## src/rtl/afc_pkg.sv

```systemverilog
// Shared constants, field offsets and control types for the box-versus-frustum cull unit.
// No dependencies; every other file in rtl refers to this package by scoped names.
package afc_pkg;

  localparam int NUM_PLANES = 6;
  localparam int NUM_AXES   = 3;
  localparam int NUM_COMP   = 4;
  localparam int MAT_DIM    = 4;
  localparam int IDX_W      = 2;
  localparam int COORD_W    = 32;
  localparam int EXTENT_W   = 31;
  localparam int Q_FRAC     = 16;

  // Input tdata layout, lowest bit first.
  localparam int COL_LSB    = 0;
  localparam int ROW_LSB    = 2;
  localparam int VAL_LSB    = 4;
  localparam int CTR_LSB    = 36;
  localparam int EXT_LSB    = 132;
  localparam int IN_TDATA_W  = 232;
  localparam int OUT_TDATA_W = 8;

  localparam logic KIND_LOAD = 1'b0;
  localparam logic KIND_BOX  = 1'b1;

  // Load enables for the three register stages inside each plane lane.
  typedef struct packed {
    logic mul;
    logic merge;
    logic sum;
  } afc_adv_t;

endpackage

```

## src/rtl/afc_plane_store.sv

```systemverilog
// Matrix store and the six extracted frustum planes, both cleared at reset.
// Depends on afc_pkg for dimensions and index widths.
module afc_plane_store #(
  parameter int VALUE_WIDTH = 32
) (
  input  logic                          clk,
  input  logic                          rst,
  input  logic                          wr_en,
  input  logic [afc_pkg::IDX_W-1:0]     wr_row,
  input  logic [afc_pkg::IDX_W-1:0]     wr_col,
  input  logic signed [VALUE_WIDTH-1:0] wr_val,
  input  logic                          wr_last,
  output logic signed [VALUE_WIDTH:0]   plane [afc_pkg::NUM_PLANES][afc_pkg::NUM_COMP]
);

  logic signed [VALUE_WIDTH-1:0] mat      [afc_pkg::MAT_DIM][afc_pkg::MAT_DIM];
  logic signed [VALUE_WIDTH-1:0] mat_next [afc_pkg::MAT_DIM][afc_pkg::MAT_DIM];
  logic signed [VALUE_WIDTH:0]   plane_next [afc_pkg::NUM_PLANES][afc_pkg::NUM_COMP];

  // The element being written takes part in the extraction it triggers.
  always_comb begin
    for (int r = 0; r < afc_pkg::MAT_DIM; r++) begin
      for (int c = 0; c < afc_pkg::MAT_DIM; c++) begin
        if (wr_row == afc_pkg::IDX_W'(r) && wr_col == afc_pkg::IDX_W'(c)) begin
          mat_next[r][c] = wr_val;
        end else begin
          mat_next[r][c] = mat[r][c];
        end
      end
    end
  end

  // Plane 2a is row 3 plus row a, plane 2a+1 is row 3 minus row a.
  always_comb begin
    for (int a = 0; a < afc_pkg::NUM_AXES; a++) begin
      for (int k = 0; k < afc_pkg::NUM_COMP; k++) begin
        plane_next[2*a][k]   = (VALUE_WIDTH+1)'(mat_next[afc_pkg::NUM_AXES][k])
                             + (VALUE_WIDTH+1)'(mat_next[a][k]);
        plane_next[2*a+1][k] = (VALUE_WIDTH+1)'(mat_next[afc_pkg::NUM_AXES][k])
                             - (VALUE_WIDTH+1)'(mat_next[a][k]);
      end
    end
  end

  always_ff @(posedge clk) begin
    if (rst) begin
      for (int r = 0; r < afc_pkg::MAT_DIM; r++) begin
        for (int c = 0; c < afc_pkg::MAT_DIM; c++) begin
          mat[r][c] <= '0;
        end
      end
      for (int p = 0; p < afc_pkg::NUM_PLANES; p++) begin
        for (int k = 0; k < afc_pkg::NUM_COMP; k++) begin
          plane[p][k] <= '0;
        end
      end
    end else if (wr_en) begin
      mat <= mat_next;
      if (wr_last) begin
        plane <= plane_next;
      end
    end
  end

endmodule

```

## config.mk

```make
export PLATFORM = sky130hd
export DESIGN_NAME = afc_plane_store
export DESIGN_NICKNAME = d
export VERILOG_FILES = /design/src/rtl/afc_pkg.sv /design/src/rtl/afc_plane_store.sv
export SDC_FILE = /design/constraint.sdc
export NUM_CORES = 2
export LEC_CHECK = 0
export BUFFER_PORTS_ARGS = -buffer_cell sky130_fd_sc_hd__buf_4
export CAP_MARGIN = 20
export CORE_MARGIN = 2
export CORE_UTILIZATION = 50
export CTS_CLUSTER_SIZE = 28
export DETAILED_ROUTE_END_ITERATION = 10
export PLACE_DENSITY_LB_ADDON = 0.3
export RECOVER_POWER = 100
export SLEW_MARGIN = 20
export SYNTH_ARGS = -nofsm -noshare
export SYNTH_HDL_FRONTEND = slang
export SYNTH_SLANG_ARGS = --single-unit
```

## constraint.sdc

```tcl
create_clock -name clk -period 9.5 [get_ports clk]
set_input_delay 2.85 -clock clk [delete_from_list [all_inputs] [get_ports clk]]
set_output_delay 2.85 -clock clk [all_outputs]
set_load 0.02 [all_outputs]
```

Word level (Yosys, flattened, before mapping)
Index checks and enable logic that the tools add are counted.
Word-level totals
  flip-flop bits (word level): 1304
  input bits: 40
Cells by class
  add/sub/neg operators: 24
  eq/ne operators: 6
  multiplexer cells: 16
  reductions and logical operators: 19
Operator list (count)
  2-to-1 mux 32 bit: 16
  adder 32 x 32 -> 33 bit: 12
  subtractor 32 x 32 -> 33 bit: 12
  logical AND 1 bit: 16
  == test 2 bit, second input constant: 4
  == test 2 x 1 -> 1 bit, second input constant: 2
  logical NOT 2 bit: 2
  AND reduction 2 bit: 1

Logic depth before layout (Yosys ltp)
  word-level depth: 4
  gate-level depth with buffers: 21
  depth with buffers taken out: 18

Least setup slack after synthesis
OpenSTA, ideal clock, no wires.
  path type: input port to flip-flop
  from: input port wr_row[0] in the netlist's numbering
  to: register plane[130] in the netlist's numbering
  arrival time: 7.360 ns
  required time: 9.412 ns
  setup slack: 2.052 ns
  stages on the path: 18
  buffers on the path: 2
  cell sequence: buf_2 -> nand2_1 -> nor3_1 -> clkbuf_1 -> mux2i_1 -> inv_1 -> ha_1 -> o21bai_1 -> a21oi_1 -> or3_1 -> a2111o_1 -> a211oi_2 -> o41ai_1 -> a31oi_2 -> a311o_1 -> nand2_1 -> mux2_1 -> nor4_2
RTL lines
  from (decl): line afc_plane_store.sv:9  | input logic [afc_pkg::IDX_W-1:0] wr_row,
  to (signal assigned): line afc_plane_store.sv:60  | plane <= plane_next;
  to (decl): line afc_plane_store.sv:13  | output logic signed [VALUE_WIDTH:0] plane [afc_pkg::NUM_PLANES][afc_pkg::NUM_COMP]

Final worst setup path
  from: input port wr_col[1] in the netlist's numbering
  to: register plane[64] in the netlist's numbering
Between the ends
  cells in the longest elaborated chain, start to end: 4
  elaborated cells between the ends (all ways): 6
  classes of those cells: 1 x add/sub; 1 x eq/ne; 2 x mux; 2 x reduce/logical
RTL lines
  from (decl): line afc_plane_store.sv:10  | input logic [afc_pkg::IDX_W-1:0] wr_col,
  == test 2 bit (*): line afc_plane_store.sv:24  | if (wr_row == afc_pkg::IDX_W'(r) && wr_col == afc_pkg::IDX_W'(c)) begin
  logical AND 1 bit: line afc_plane_store.sv:24
  2-to-1 mux 32 bit: line afc_plane_store.sv:24
  subtractor 32 x 32 -> 33 bit (*): line afc_plane_store.sv:40  | - (VALUE_WIDTH+1)'(mat_next[a][k]);
Mark *: on every way between the ends. The rest lies on a longest branch, timed or not.
A chain may end at the register's enable or synchronous reset.

==> key figures <==
Run status
  • Status: complete, but fails checks
  • Failing checks: max-capacitance violations, max-slew violations

Yosys
  • Xor and xnor area share after synthesis: 5.932%
  • Post-synthesis average cell area: roughly 8.0 um2
  • Ys Warns: 0
  • Gate Count Post-Synth: ~11k
  • Synth unique cells: 100
  • Post-synthesis sequential area ratio: 29.95%
  • Compound-Gate Fraction of Synth Area: between 20% and 30%
  • FFs w/ async S/R, synth: 0%
  • Mux cell area share after synthesis: 7.826%
  • Number of synthesized flops with an enable pin: 0
  • Simple-gate share of the synthesized area: 14.82%
  • FF+latch count, synth: 1,292
  • Post-synthesis adder-cell area fraction: 11.65%
  • Synth Flop Type: dfxtp_1
  • Synth Cell Area: approximately 86,000 um2
  • Mapped Nets: 11.68k
  • Main combinational cell family by area after synthesis: compound AO/OA/AOI/OAI gates

Worst setup path
  • Worst Path Arrival: 8.89 ns
  • R2R Path Start: mat[33]
  • Required time of the worst setup path: 10.17 ns
  • Crit Path Max Fanout: 20
  • Startpoint class of the critical path: primary input
  • CP Cell Sequence: clkbuf_1 -> nor4bb_4 -> clkbuf_1 -> mux2i_1 -> ha_1 -> nand2_1 -> nor4_1 -> o2111ai_1 -> o21ai_2 -> a41oi_1 -> o311ai_0 -> a211oi_1 -> o21bai_1 -> xnor2_1 -> o21ai_0
  • Critical-path top delay cell: clkbuf_1
  • Crit path kind: in2reg
  • Worst-case reg-to-reg path depth: 14
  • Critical Path Source: wr_col[1]
  • Worst R2R Setup Slack: 4.55 ns
  • CP endpoint kind: register
  • Critical Path Max Stage Delay: 1.08 ns
  • CP most frequent cell: clkbuf_1

CTS
  • Post-CTS Resized: 0
  • Depth of the CTS H-tree: 4
  • Post-CTS Hold Buffers: 0
  • Clock Tree Buf Depth: 3
  • CTS sink count: around 1.3k
  • Cts bufs inserted: 147
  • Worst-Skew Late Latency: 0.82 ns
  • Post-CTS Setup Repair Bufs: 0
  • Clock root cell: clkbuf_16
  • CTS tree: done
  • Clock transition at path regs: 0.06 ns

Route
  • DR WL/cell: 24.70 um
  • Via count: ~81k
  • Initial DRC count: 7,547
  • Routed vias/inst: 5.989
  • Drt pass-1 iters: 6
  • Final WL: 334.8 mm
  • Residual DRC: 0
  • Antenna Nets Post-Route: 0

Floorplanning
  • Core area: 171,500 um2
  • I/O pins: 832
  • Row count: 152
  • Initial Util: 50.35%
  • Die width: 419.6 um
  • Die height: 419.6 um
  • DIE AREA: 176,100 um2

Timing
  • Fmax: between 100 and 150 MHz
  • Period minus WS final: 8.225 ns
  • Setup TNS: 0 ns
  • Final hold vios: 0
  • Slew @ Worst Pin: 4.747 ns
  • Slew Limit Fails: 1,402
  • Slew headroom: -216.5%
  • Final hold slack: between 0.4 and 0.5 ns
  • Fin Clk Skew: roughly 0.025 ns
  • Setup violators final: 0
  • Fin crit share: 86.58%
  • Unrepaired setup endpoints after global routing: false

Finish
  • Syn-to-layout area delta: 9.816%
  • Share of cells above drive strength 1: 4.502%
  • NumNets Final: 11.96k

Power
  • PD cells: 168.2 nW/um2
  • Total power draw: 15,950 uW
  • P_leak: 0.03993 uW
  • Worst vdd ir: 0.1795 mV

Global route
  • Initial antenna violation count: 21
  • Pin count of the biggest net entering global routing: 230
  • First-pass GRT wire length: slightly below 500 mm
  • Vias in the first global route: between 70k and 80k
  • Total gr overflow: 0
  • GRT Util Overall: 36.29%

Place
  • Detail Placement HPWL: 241.9 mm
  • IO buf count: between 800 and 900
  • GPL Wtd Cong: 0.9795

Worst hold path
  • HP Start: plane[439]
  • Hold crit path type: reg2reg
  • Hold Crit Depth: 2

Run
  • Max cap viols: 15
[registers in the layout (all words and copies together), names as in the netlist]
signal  cells
plane     780
mat       512
[cell type report]
class,count,area (um2)
antenna,7,17.52
multi-input combinational,8049,54670
sequential,1292,25860
inverter,751,2819
timing repair buffer,890,3729
clock buffer,204,4210
fill,16940,76700
tap,2310,2890
clock inverter,54,646.9
[worst paths after layout]
kind | endpoint
max | plane[64]
min | plane[439]
max reg2reg | plane[63]
min reg2reg | plane[439]
[metal layers]
layer | vias to the layer above | global-route usage, % | routed length, um
li1 | 38510 | - | -
met5 | - | 0 | 23
met4 | 4 | 24.75 | 26160
met1 | 38630 | 45.36 | 135800
met3 | 803 | 5.505 | 22730
met2 | 3257 | 57.61 | 150100
[Yosys cell counts, drive strengths merged (67+ instances only)]
cell type / number / area share (%)
a211oi: 719 / 6.3
a21o: 142 / 1.2
a21oi: 982 / 5.7
a311oi: 67 / 0.69
a31oi: 68 / 0.51
buf: 86 / 0.49
clkbuf: 668 / 2.9
dfxtp: 1292 / 30
ha: 766 / 11
inv: 742 / 3.2
mux2: 135 / 1.8
mux2i: 523 / 6.1
nand2: 725 / 3.2
nand2b: 91 / 0.66
nand3: 88 / 0.51
nor2: 1449 / 6.3
nor2b: 82 / 0.60
nor3: 182 / 1.1
o21ai: 459 / 2.7
o21bai: 193 / 1.7
o31ai: 80 / 0.73
or3: 96 / 0.70
xnor2: 514 / 5.2
xor2: 71 / 0.72
[critical path: cells and delay by family]
kind            cells  cell delay (ns)
fa+ha+maj           1             0.57
mux                 1             0.34
xor+xnor            1             0.13
buf+inv             2             1.44
compound gates      7             2.03
simple gates        3             1.51
[report_power, final]
group / internal [uW] / total (uW) / switching, uW
registers: 5760 / 5980 / 228
clock network: 3420 / 5880 / 2460
logic: 1310 / 4090 / 2780
total: 10500 / 16000 / 5460
[metrics by stage]
stage	utilization, %	std cells	setup slack [ns]	area (um2)
CTS	57.20	13550	2.276	98120
finish	55.29	13560	1.275	94850
detailed placement	54.37	13290	1.390	93260
floorplan	-	10850	2.052	86370
global placement	54.36	13290	1.245	93260
global route	55.29	13560	0.9324	94840
[placed cells by master, fill, tap and decap left out, types with 142 or more instances in the layout]
master	n
a21o_1	142
o21bai_1	193
xnor2_1	514
a211oi_1	718
a21oi_1	982
inv_1	741
nor3_1	179
dfxtp_1	1292
ha_1	766
nand2_1	725
o21ai_0	452
nor2_1	1447
mux2i_1	523
clkbuf_1	836
clkbuf_16	153
[cell families (layout without fill, tap and decap cells)]
group | count (synthesis) | after routing
AND/OR/NAND/NOR | 2946 | 2946
buffers and inverters | 1505 | 1899
adder cells (fa/ha/maj) | 790 | 790
other | 0 | 7
flip-flops | 1292 | 1292
AO/OA/AOI/OAI | 3070 | 3070
XOR/XNOR | 585 | 585
multiplexers | 658 | 658
(Power assumes the default switching activity.)
